--- config.mk ---
export PLATFORM = sky130hd
export DESIGN_NAME = wind_sensor_median_ema_calibrate_flat
export DESIGN_NICKNAME = d
export VERILOG_FILES = /design/src/hw/rtl/wsm_pkg.sv /design/src/hw/rtl/wsm_if.sv /design/src/hw/rtl/wsm_ctrl.sv /design/src/hw/rtl/wsm_datapath.sv /design/src/hw/rtl/wind_sensor_median_ema_calibrate.sv /design/src/flat_wrapper.sv
export SDC_FILE = /design/constraint.sdc
export NUM_CORES = 2
export LEC_CHECK = 0
export ABC_AREA = 1
export BUFFER_PORTS_ARGS = -buffer_cell sky130_fd_sc_hd__buf_2
export CAP_MARGIN = 20
export CORE_AREA = 2 2 221 223
export CTS_CLUSTER_SIZE = 12
export DETAILED_ROUTE_END_ITERATION = 8
export DIE_AREA = 0 0 223 225
export MAX_ROUTING_LAYER = met4
export PLACE_DENSITY_LB_ADDON = 0.25
export SYNTH_ARGS = -nofsm -noshare
export SYNTH_HDL_FRONTEND = slang
export SYNTH_SLANG_ARGS = --single-unit
export TNS_END_PERCENT = 50
--- constraint.sdc ---
create_clock -name i_clk -period 8.6 [get_ports i_clk]
set_input_delay 0.86 -clock i_clk [delete_from_list [all_inputs] [get_ports i_clk]]
set_output_delay 0.86 -clock i_clk [all_outputs]
set_load 0.005 [all_outputs]
--- src/hw/rtl/wsm_pkg.sv ---
// shared constants and types for the wind sensor median / moving-average / calibration block
// used by the stream interfaces, the controller, the datapath and the top level
package wsm_pkg;

    localparam int SAMPLE_BITS_DEF = 12;
    localparam int FRAC_BITS       = 16;

    localparam int ALPHA_BITS  = 16;
    localparam int SLOPE_BITS  = 16;
    localparam int OFFSET_BITS = 24;
    localparam int SPEED_BITS  = 24;

    localparam logic [ALPHA_BITS-1:0]  ALPHA_RESET  = 16'd6554;
    localparam logic [SLOPE_BITS-1:0]  SLOPE_RESET  = 16'd1059;
    localparam logic [OFFSET_BITS-1:0] OFFSET_RESET = 24'd273285;
    localparam logic [SPEED_BITS-1:0]  SPEED_MAX    = 24'hFFFFFF;

    // register indexes (byte address / 4)
    localparam logic [1:0] REG_ALPHA  = 2'd0;
    localparam logic [1:0] REG_SLOPE  = 2'd1;
    localparam logic [1:0] REG_OFFSET = 2'd2;

    localparam int PADDR_BITS = 4;
    localparam int PDATA_BITS = 32;

    typedef struct packed {
        logic [ALPHA_BITS-1:0]  alpha;
        logic [SLOPE_BITS-1:0]  slope;
        logic [OFFSET_BITS-1:0] offset;
    } t_cfg;

    typedef struct packed {
        logic win_wr;   // store the accepted word into the window
        logic med_ld;   // take the median, load or prepare the average
        logic mul_ema;  // alpha * (median - average)
        logic acc_upd;  // fold the product into the average
        logic mul_cal;  // slope * filtered
        logic out_ld;   // add intercept, saturate, load the output stage
    } t_dp_cmd;

    typedef struct packed {
        logic started;
        logic out_free;
    } t_dp_stat;

endpackage

--- src/hw/rtl/wsm_if.sv ---
// valid/ready stream interfaces for the sample input and the result output
// depends on wsm_pkg for default widths
interface wsm_in_if #(
    parameter int SAMPLE_BITS = wsm_pkg::SAMPLE_BITS_DEF
) ();
    logic                   valid;
    logic                   ready;
    logic [SAMPLE_BITS-1:0] sample;

    modport source (output valid, output sample, input ready);
    modport sink   (input valid, input sample, output ready);
endinterface

interface wsm_out_if #(
    parameter int SAMPLE_BITS = wsm_pkg::SAMPLE_BITS_DEF
) ();
    logic                             valid;
    logic                             ready;
    logic [SAMPLE_BITS-1:0]           filtered;
    logic [wsm_pkg::SPEED_BITS-1:0]   speed;

    modport source (output valid, output filtered, output speed, input ready);
    modport sink   (input valid, input filtered, input speed, output ready);
endinterface

--- src/hw/rtl/wsm_ctrl.sv ---
// sequencer for one word: window write, median, average update, calibration, output
// depends on wsm_pkg for the command and status structs
module wsm_ctrl (
    input  logic              i_clk,
    input  logic              i_rst_n,
    input  logic              i_in_valid,
    output logic              o_in_ready,
    input  wsm_pkg::t_dp_stat i_stat,
    output wsm_pkg::t_dp_cmd  o_cmd
);

    localparam logic [2:0] S_IDLE = 3'd0;
    localparam logic [2:0] S_MED  = 3'd1;
    localparam logic [2:0] S_MUL1 = 3'd2;
    localparam logic [2:0] S_UPD  = 3'd3;
    localparam logic [2:0] S_MUL2 = 3'd4;
    localparam logic [2:0] S_OUT  = 3'd5;

    logic [2:0] r_state;
    logic [2:0] n_state;

    always_comb begin
        n_state       = r_state;
        o_cmd         = '0;
        o_in_ready    = 1'b0;
        unique case (r_state)
            S_IDLE: begin
                o_in_ready   = 1'b1;
                o_cmd.win_wr = i_in_valid;
                if (i_in_valid) begin
                    n_state = S_MED;
                end
            end
            S_MED: begin
                o_cmd.med_ld = 1'b1;
                // the first word loads the average directly
                n_state = i_stat.started ? S_MUL1 : S_MUL2;
            end
            S_MUL1: begin
                o_cmd.mul_ema = 1'b1;
                n_state       = S_UPD;
            end
            S_UPD: begin
                o_cmd.acc_upd = 1'b1;
                n_state       = S_MUL2;
            end
            S_MUL2: begin
                o_cmd.mul_cal = 1'b1;
                n_state       = S_OUT;
            end
            S_OUT: begin
                if (i_stat.out_free) begin
                    o_cmd.out_ld = 1'b1;
                    n_state      = S_IDLE;
                end
            end
            default: begin
                n_state = S_IDLE;
            end
        endcase
    end

    always_ff @(posedge i_clk) begin
        if (!i_rst_n) begin
            r_state <= S_IDLE;
        end else begin
            r_state <= n_state;
        end
    end

endmodule

--- src/hw/rtl/wsm_datapath.sv ---
// window, median, moving average and calibration datapath with one shared multiplier
// depends on wsm_pkg; driven by wsm_ctrl through t_dp_cmd
module wsm_datapath #(
    parameter int SAMPLE_BITS = wsm_pkg::SAMPLE_BITS_DEF
) (
    input  logic                           i_clk,
    input  logic                           i_rst_n,
    input  wsm_pkg::t_cfg                  i_cfg,
    input  wsm_pkg::t_dp_cmd               i_cmd,
    output wsm_pkg::t_dp_stat              o_stat,
    input  logic [SAMPLE_BITS-1:0]         i_sample,
    input  logic                           i_out_ready,
    output logic                           o_out_valid,
    output logic [SAMPLE_BITS-1:0]         o_filtered,
    output logic [wsm_pkg::SPEED_BITS-1:0] o_speed
);

    localparam int FB = wsm_pkg::FRAC_BITS;
    localparam int AW = SAMPLE_BITS + FB;          // average, unsigned Q.16
    localparam int DW = AW + 1;                    // signed difference
    localparam int MA = wsm_pkg::ALPHA_BITS + 1;   // signed multiplier a operand
    localparam int PW = MA + DW;                   // product
    localparam int CW = wsm_pkg::SLOPE_BITS + SAMPLE_BITS + 1;  // calibration sum

    logic [SAMPLE_BITS-1:0] r_win [3];
    logic [1:0]             r_slot;
    logic [AW-1:0]          r_acc;
    logic                   r_started;
    logic signed [DW-1:0]   r_diff;
    logic signed [PW-1:0]   r_prod;
    logic                   r_out_valid;
    logic [SAMPLE_BITS-1:0] r_filtered;
    logic [wsm_pkg::SPEED_BITS-1:0] r_speed;

    logic [SAMPLE_BITS-1:0] lo_ab;
    logic [SAMPLE_BITS-1:0] hi_ab;
    logic [SAMPLE_BITS-1:0] hi_c;
    logic [SAMPLE_BITS-1:0] med;
    logic [SAMPLE_BITS-1:0] filt;
    logic signed [DW-1:0]   diff;
    logic signed [MA-1:0]   mul_a;
    logic signed [DW-1:0]   mul_b;
    logic signed [PW-1:0]   acc_sum;
    logic [CW-1:0]          cal_sum;
    logic [wsm_pkg::SPEED_BITS-1:0] speed;
    logic [1:0]             wr_slot;

    // median of three as max(min(a,b), min(max(a,b),c))
    always_comb begin
        lo_ab = (r_win[0] <= r_win[1]) ? r_win[0] : r_win[1];
        hi_ab = (r_win[0] <= r_win[1]) ? r_win[1] : r_win[0];
        hi_c  = (hi_ab <= r_win[2]) ? hi_ab : r_win[2];
        med   = (lo_ab >= hi_c) ? lo_ab : hi_c;
    end

    assign filt    = r_acc[AW-1:FB];
    assign diff    = $signed({1'b0, med, {FB{1'b0}}}) - $signed({1'b0, r_acc});
    assign wr_slot = (r_slot == 2'd3) ? 2'd0 : r_slot;

    // shared multiplier operands
    always_comb begin
        if (i_cmd.mul_cal) begin
            mul_a = $signed({1'b0, i_cfg.slope});
            mul_b = $signed({{(DW - SAMPLE_BITS){1'b0}}, filt});
        end else begin
            mul_a = $signed({1'b0, i_cfg.alpha});
            mul_b = r_diff;
        end
    end

    // floor division of the signed product equals the truncated blend
    assign acc_sum = $signed({{(PW - AW){1'b0}}, r_acc}) + (r_prod >>> FB);

    always_comb begin
        cal_sum = {1'b0, r_prod[CW-2:0]} + CW'(i_cfg.offset);
        if (filt == '0) begin
            speed = '0;
        end else if (cal_sum > CW'(wsm_pkg::SPEED_MAX)) begin
            speed = wsm_pkg::SPEED_MAX;
        end else begin
            speed = cal_sum[wsm_pkg::SPEED_BITS-1:0];
        end
    end

    always_ff @(posedge i_clk) begin
        if (!i_rst_n) begin
            r_win[0]  <= '0;
            r_win[1]  <= '0;
            r_win[2]  <= '0;
            r_slot    <= 2'd0;
            r_acc     <= '0;
            r_started <= 1'b0;
        end else begin
            if (i_cmd.win_wr) begin
                r_win[wr_slot] <= i_sample;
                r_slot         <= (wr_slot == 2'd2) ? 2'd0 : wr_slot + 2'd1;
            end
            if (i_cmd.med_ld && !r_started) begin
                r_acc     <= {med, {FB{1'b0}}};
                r_started <= 1'b1;
            end
            if (i_cmd.acc_upd) begin
                r_acc <= acc_sum[AW-1:0];
            end
        end
    end

    always_ff @(posedge i_clk) begin
        if (i_cmd.med_ld) begin
            r_diff <= diff;
        end
        if (i_cmd.mul_ema || i_cmd.mul_cal) begin
            r_prod <= mul_a * mul_b;
        end
        if (i_cmd.out_ld) begin
            r_filtered <= filt;
            r_speed    <= speed;
        end
    end

    always_ff @(posedge i_clk) begin
        if (!i_rst_n) begin
            r_out_valid <= 1'b0;
        end else if (i_cmd.out_ld) begin
            r_out_valid <= 1'b1;
        end else if (i_out_ready) begin
            r_out_valid <= 1'b0;
        end
    end

    assign o_stat.started  = r_started;
    assign o_stat.out_free = !r_out_valid || i_out_ready;
    assign o_out_valid     = r_out_valid;
    assign o_filtered      = r_filtered;
    assign o_speed         = r_speed;

    a_slot_range: assert property (@(posedge i_clk) disable iff (!i_rst_n)
        r_slot != 2'd3)
        else $error("window slot out of range");

    a_upd_after_start: assert property (@(posedge i_clk) disable iff (!i_rst_n)
        i_cmd.acc_upd |-> r_started)
        else $error("average update before first load");

    a_zero_speed: assert property (@(posedge i_clk) disable iff (!i_rst_n)
        (r_out_valid && r_filtered == '0) |-> (r_speed == '0))
        else $error("speed not zero for zero reading");

    a_load_free: assert property (@(posedge i_clk) disable iff (!i_rst_n)
        i_cmd.out_ld |-> (!r_out_valid || i_out_ready))
        else $error("output stage overwritten while full");

endmodule

--- src/hw/rtl/wind_sensor_median_ema_calibrate.sv ---
// top level of the wind sensor filter: register port, controller and datapath
// depends on wsm_pkg, wsm_if, wsm_ctrl and wsm_datapath
//
// Usage:
//   i_in carries one converter sample per word (valid/ready, accepted when
//   both are high). o_out carries one result word per sample: the filtered
//   reading and the calibrated speed in km/h, unsigned Q8.16.
//   The APB port holds alpha (0x0), slope (0x4) and intercept (0x8); write
//   them only while no sample is in flight. pready is tied high.
// Sequence:
//   a sample passes the median, average multiply, average update and
//   calibration steps, then its result loads into the output register;
//   the first sample skips both average steps and loads the average
//   directly. The multiplier is used twice per sample (once for the first)
//   and the sequencer takes the next sample only after that load.
// Reset:
//   synchronous, active low; clears the window, the average and the output
//   valid flag and restores the register defaults.
// Stall:
//   a result waits in the output register while o_out.ready is low; the
//   sequencer holds its last step until that register frees, and i_in.ready
//   stays low meanwhile.
module wind_sensor_median_ema_calibrate #(
    parameter int SAMPLE_BITS = wsm_pkg::SAMPLE_BITS_DEF
) (
    input  logic                               i_clk,
    input  logic                               i_rst_n,
    wsm_in_if.sink                             i_in,
    wsm_out_if.source                          o_out,
    input  logic                               psel,
    input  logic                               penable,
    input  logic                               pwrite,
    input  logic [wsm_pkg::PADDR_BITS-1:0]     paddr,
    input  logic [wsm_pkg::PDATA_BITS-1:0]     pwdata,
    output logic [wsm_pkg::PDATA_BITS-1:0]     prdata,
    output logic                               pready
);

    wsm_pkg::t_cfg     r_cfg;
    wsm_pkg::t_dp_cmd  cmd;
    wsm_pkg::t_dp_stat stat;
    logic              apb_wr;
    logic [1:0]        reg_idx;

    assign pready  = 1'b1;
    assign apb_wr  = psel && penable && pwrite && pready;
    assign reg_idx = paddr[3:2];

    always_ff @(posedge i_clk) begin
        if (!i_rst_n) begin
            r_cfg.alpha  <= wsm_pkg::ALPHA_RESET;
            r_cfg.slope  <= wsm_pkg::SLOPE_RESET;
            r_cfg.offset <= wsm_pkg::OFFSET_RESET;
        end else if (apb_wr) begin
            unique case (reg_idx)
                wsm_pkg::REG_ALPHA:  r_cfg.alpha  <= pwdata[wsm_pkg::ALPHA_BITS-1:0];
                wsm_pkg::REG_SLOPE:  r_cfg.slope  <= pwdata[wsm_pkg::SLOPE_BITS-1:0];
                wsm_pkg::REG_OFFSET: r_cfg.offset <= pwdata[wsm_pkg::OFFSET_BITS-1:0];
                default: begin
                    // address beyond the register list: ignored
                end
            endcase
        end
    end

    always_comb begin
        unique case (reg_idx)
            wsm_pkg::REG_ALPHA:  prdata = wsm_pkg::PDATA_BITS'(r_cfg.alpha);
            wsm_pkg::REG_SLOPE:  prdata = wsm_pkg::PDATA_BITS'(r_cfg.slope);
            wsm_pkg::REG_OFFSET: prdata = wsm_pkg::PDATA_BITS'(r_cfg.offset);
            default:             prdata = '0;
        endcase
    end

    wsm_ctrl u_ctrl (
        .i_clk      (i_clk),
        .i_rst_n    (i_rst_n),
        .i_in_valid (i_in.valid),
        .o_in_ready (i_in.ready),
        .i_stat     (stat),
        .o_cmd      (cmd)
    );

    wsm_datapath #(
        .SAMPLE_BITS (SAMPLE_BITS)
    ) u_datapath (
        .i_clk       (i_clk),
        .i_rst_n     (i_rst_n),
        .i_cfg       (r_cfg),
        .i_cmd       (cmd),
        .o_stat      (stat),
        .i_sample    (i_in.sample),
        .i_out_ready (o_out.ready),
        .o_out_valid (o_out.valid),
        .o_filtered  (o_out.filtered),
        .o_speed     (o_out.speed)
    );

endmodule

--- src/flat_wrapper.sv ---
// flat-port wrapper written by rule: the top's interface ports become plain ports
module wind_sensor_median_ema_calibrate_flat 
#(
    parameter int SAMPLE_BITS = wsm_pkg::SAMPLE_BITS_DEF
)
  (i_clk, i_rst_n, psel, penable, pwrite, paddr, pwdata, prdata, pready, i_in_valid, i_in_sample, i_in_ready, o_out_valid, o_out_filtered, o_out_speed, o_out_ready);
  wsm_in_if #(.SAMPLE_BITS(SAMPLE_BITS)) i_in_i ();
  wsm_out_if #(.SAMPLE_BITS(SAMPLE_BITS)) o_out_i ();
  input  logic i_clk;
  input  logic i_rst_n;
  input  logic psel;
  input  logic penable;
  input  logic pwrite;
  input  logic [wsm_pkg::PADDR_BITS-1:0] paddr;
  input  logic [wsm_pkg::PDATA_BITS-1:0] pwdata;
  output logic [wsm_pkg::PDATA_BITS-1:0] prdata;
  output logic pready;
  input wire logic [$bits(i_in_i.valid)-1:0] i_in_valid;
  input wire logic [$bits(i_in_i.sample)-1:0] i_in_sample;
  output wire logic [$bits(i_in_i.ready)-1:0] i_in_ready;
  output wire logic [$bits(o_out_i.valid)-1:0] o_out_valid;
  output wire logic [$bits(o_out_i.filtered)-1:0] o_out_filtered;
  output wire logic [$bits(o_out_i.speed)-1:0] o_out_speed;
  input wire logic [$bits(o_out_i.ready)-1:0] o_out_ready;
  assign i_in_i.valid = i_in_valid;
  assign i_in_i.sample = i_in_sample;
  assign i_in_ready = i_in_i.ready;
  assign o_out_valid = o_out_i.valid;
  assign o_out_filtered = o_out_i.filtered;
  assign o_out_speed = o_out_i.speed;
  assign o_out_i.ready = o_out_ready;
  wind_sensor_median_ema_calibrate #(.SAMPLE_BITS(SAMPLE_BITS)) u_core (.i_clk(i_clk), .i_rst_n(i_rst_n), .i_in(i_in_i), .o_out(o_out_i), .psel(psel), .penable(penable), .pwrite(pwrite), .paddr(paddr), .pwdata(pwdata), .prdata(prdata), .pready(pready));
endmodule
==> results_dict.tcl <==
set metrics [dict create \
    placement.cell_area_um2 31800 \
    tns_ps 0 \
    worstSkewPairLatency_ps 570 \
    post_cts_buffers 0 \
    yosysWarnings 0 \
    drc 0 \
    drt-total-wl_mm 87.8 \
    drive_above_1_share_pct 7.46 \
    layout_min_cycle_time_ps 7960 \
    status "complete, no violations" \
    fin_worst_skew_ps 25.2 \
    synthToLayoutAreaGrowth_pct 6.70 \
    holdBufCountCts 0 \
    r2r_slack_ps 640 \
    regArea_um2 6180 \
    layout_worst_path_cycle_share_pct 92.5 \
    cp_data_required_time_ps 8920 \
    nets 4566 \
    crit_slowest_cell "nor2_1" \
    hold_path.class "flip-flop to flip-flop" \
    dr.pass1.iters 6 \
    start_kind "flip-flop" \
    grt_max_degree 50 \
    clockBufferDepth 3 \
    worst_pin_slew_ps 1080 \
    hold-worst-slack_ps 472 \
    synth-seq-area-share_pct 20.2 \
    max_cap_viol_count 0 \
    synth_edf_count 145 \
    holdPathEnd "u_core.u_ctrl.r_state[1]$_SDFFE_PN0P_" \
    max_stage_delay_ps 680 \
    dieArea_um2 50200 \
    grt_pass1_wl_mm 137 \
    grt_use_total_pct 36.8 \
    h-tree-depth 1 \
    relSlewSlack_pct 27.4 \
    rows 80 \
    cp_num_buf_inv 9 \
    pre_cts_ws_ps 792 \
    setup_ws_ps 643 \
    clk_pin_slew_worst_paths_ps 70 \
    holdPathStages 2 \
    grt_antenna_before_repair 1 \
    wl_per_cell_um 19.5 \
    finalInstanceArea_um2 32700 \
    vias 25600 \
    avgSynthCellArea_um2 8.09 \
    die_w_um 223 \
    place_congestion 1.01 \
    setup_viol 0 \
    max_clock_freq_mhz 126 \
    cts_made_buffers 27 \
    syn_inst 3788 \
    start_util_pct 64.5 \
    n_fill_cell 3952 \
    clockRootBuffer "clkbuf_16" \
    hold_viol_final 0 \
    dp_hpwl_mm 73.5 \
    setup.worst_path.start "u_core.u_ctrl.r_state[1]$_SDFFE_PN0P_" \
    maxSlewViolCount 0 \
    cp-end-kind "flip-flop" \
    ys_ff_latch 236 \
    ys.flop_type "edfxtp_1" \
    drt-initial-drc-count 2250 \
    netlist_area_um2 30600 \
    die_h_um 225 \
    crit_family "adder cells" \
    num_io_pins 126 \
    grt_overflow 0 \
    cts_resized 0 \
    portBuffers 106 \
    synth.distinct_cells 58 \
    multiInputGateArea_um2 21000 \
    core_um2 47500 \
    antenna_left 0 \
    cp.arrival_ps 8270 \
    grt_pass1_vias 25100 \
    tritoncts "yes" \
    rsz0062_at_grt "false" \
    rr_startpoint "u_core.u_ctrl.r_state[1]$_SDFFE_PN0P_" \
    crit_path_max_fanout 30 \
    path_class "flip-flop to flip-flop" \
    cts.sinks 236 \
    min-delay-start "u_core.u_datapath.r_started$_SDFFE_PN0P_" \
    reg2regPathDepth 31 \
    routed_via_density 5.69 \
    worst_r2r_endpoint "u_core.u_datapath.r_prod[39]$_DFFE_PN_" \
    synthArstFlopShare_pct 0 \
]
[worst min-delay path: cells and delay by family, from the launching register on]
kind | cells | cell delay, ps
flip-flops | 1 | 310
AO/OA/AOI/OAI | 1 | 50
AND/OR/NAND/NOR | 1 | 60
[synth_stat cells (all sizes together) (12+ instances only)]
master  number  share of area, %
a21o        17              0.42
a21oi      219               3.9
buf         48              0.95
clkbuf      55              0.67
dfxtp       91               5.9
edfxtp     145                14
fa         437                29
ha         208               8.5
inv        807               9.9
nand2      723               9.0
nand3      134               2.3
nand4       26              0.55
nor2       446               5.6
nor3        35              0.64
o211ai      22              0.54
o21a        12              0.29
o21ai      169               3.0
o21bai      15              0.37
xnor2       33              0.94
xor2        67               1.9
[area by class of cell]
class,count,area share (%)
clock buffer,40,2.47
sequential,236,18.9
antenna,1,0.00765
inverter,809,9.29
timing repair buffer,145,2.52
tap,615,2.35
multi-input combinational,2647,64.2
clock inverter,9,0.298
[registers in the layout, indices dropped and copies added, names as in the netlist]
register / flops
u_core.r_cfg: 56
u_core.u_datapath.r_win: 36
u_core.u_datapath.o_out_valid: 1
u_core.u_datapath.o_speed: 24
u_core.u_datapath.r_acc: 28
u_core.u_datapath.r_started: 1
u_core.u_datapath.o_filtered: 12
u_core.u_datapath.r_diff: 29
u_core.u_datapath.r_slot: 2
u_core.u_ctrl.r_state: 3
u_core.u_datapath.r_prod: 44
[how the worst max path moves through the flow]
stage	endpoint	slack (ps)	depth (start not counted)
after floorplan	u_core.u_datapath.r_prod[35]$_DFFE_PN_	2430	30
after global placement	u_core.u_datapath.r_prod[28]$_DFFE_PN_	930	27
after detailed placement	u_core.u_datapath.r_prod[39]$_DFFE_PN_	790	31
after CTS	u_core.u_datapath.r_prod[28]$_DFFE_PN_	750	27
after global routing	u_core.u_datapath.r_diff[25]$_DFFE_PN_	160	37
final	u_core.u_datapath.r_prod[39]$_DFFE_PN_	640	31
[kinds of logic after synthesis]
| logic type | after synthesis | share of synthesized area [%] |
|---|---|---|
| buffers and inverters | 912 | 11.5 |
| xor gates and xnor gates | 100 | 2.88 |
| DFF | 236 | 20.2 |
| AOI/OAI and AO/OA | 498 | 9.64 |
| adders and majority gates | 645 | 37.0 |
| and+or+nand+nor | 1395 | 18.7 |
| other | 2 | 0.0245 |
[through the flow]
| stage | utilization, % | std cells |
|---|---|---|
| floorplan | - | 3795 |
| global placement | 66.9 | 4452 |
| detailed placement | 66.9 | 4452 |
| CTS | 68.8 | 4501 |
| global route | 68.8 | 4502 |
| finish | 68.8 | 4502 |
[placed cells by master, fill, tap and decap left out, types with 5 or more instances in the layout]
master,instances
o21bai_1,15
a31oi_1,9
a21oi_2,23
clkbuf_1,7
nand4_1,25
buf_2,106
nor3_1,29
nor3_2,5
o21ai_2,22
o221ai_1,10
nand3_2,5
a21o_1,17
buf_4,39
nor4_1,10
a21boi_0,9
inv_2,13
clkbuf_16,29
xor2_1,66
nand2_1,712
nand3_1,129
xnor2_1,33
conb_1,9
or2_2,9
fa_1,437
o21a_1,12
inv_1,794
nor2_2,11
o211ai_1,22
nor2_1,433
o21ai_0,129
ha_1,208
dfxtp_1,91
edfxtp_1,145
clkinv_1,5
nand2_2,9
and2_1,7
o21ai_1,18
a21oi_1,196
[layer usage]
layer,GRT usage (%),up-vias,wire length (um)
met5,-,-,0
met1,46.0,12300,33700
met3,6.83,239,8260
li1,-,11900,-
met2,57.6,1204,40200
met4,19.1,0,5600
Power is not shown: default switching activity piles up to over one toggle a cycle in this logic, so the estimate is an artifact.
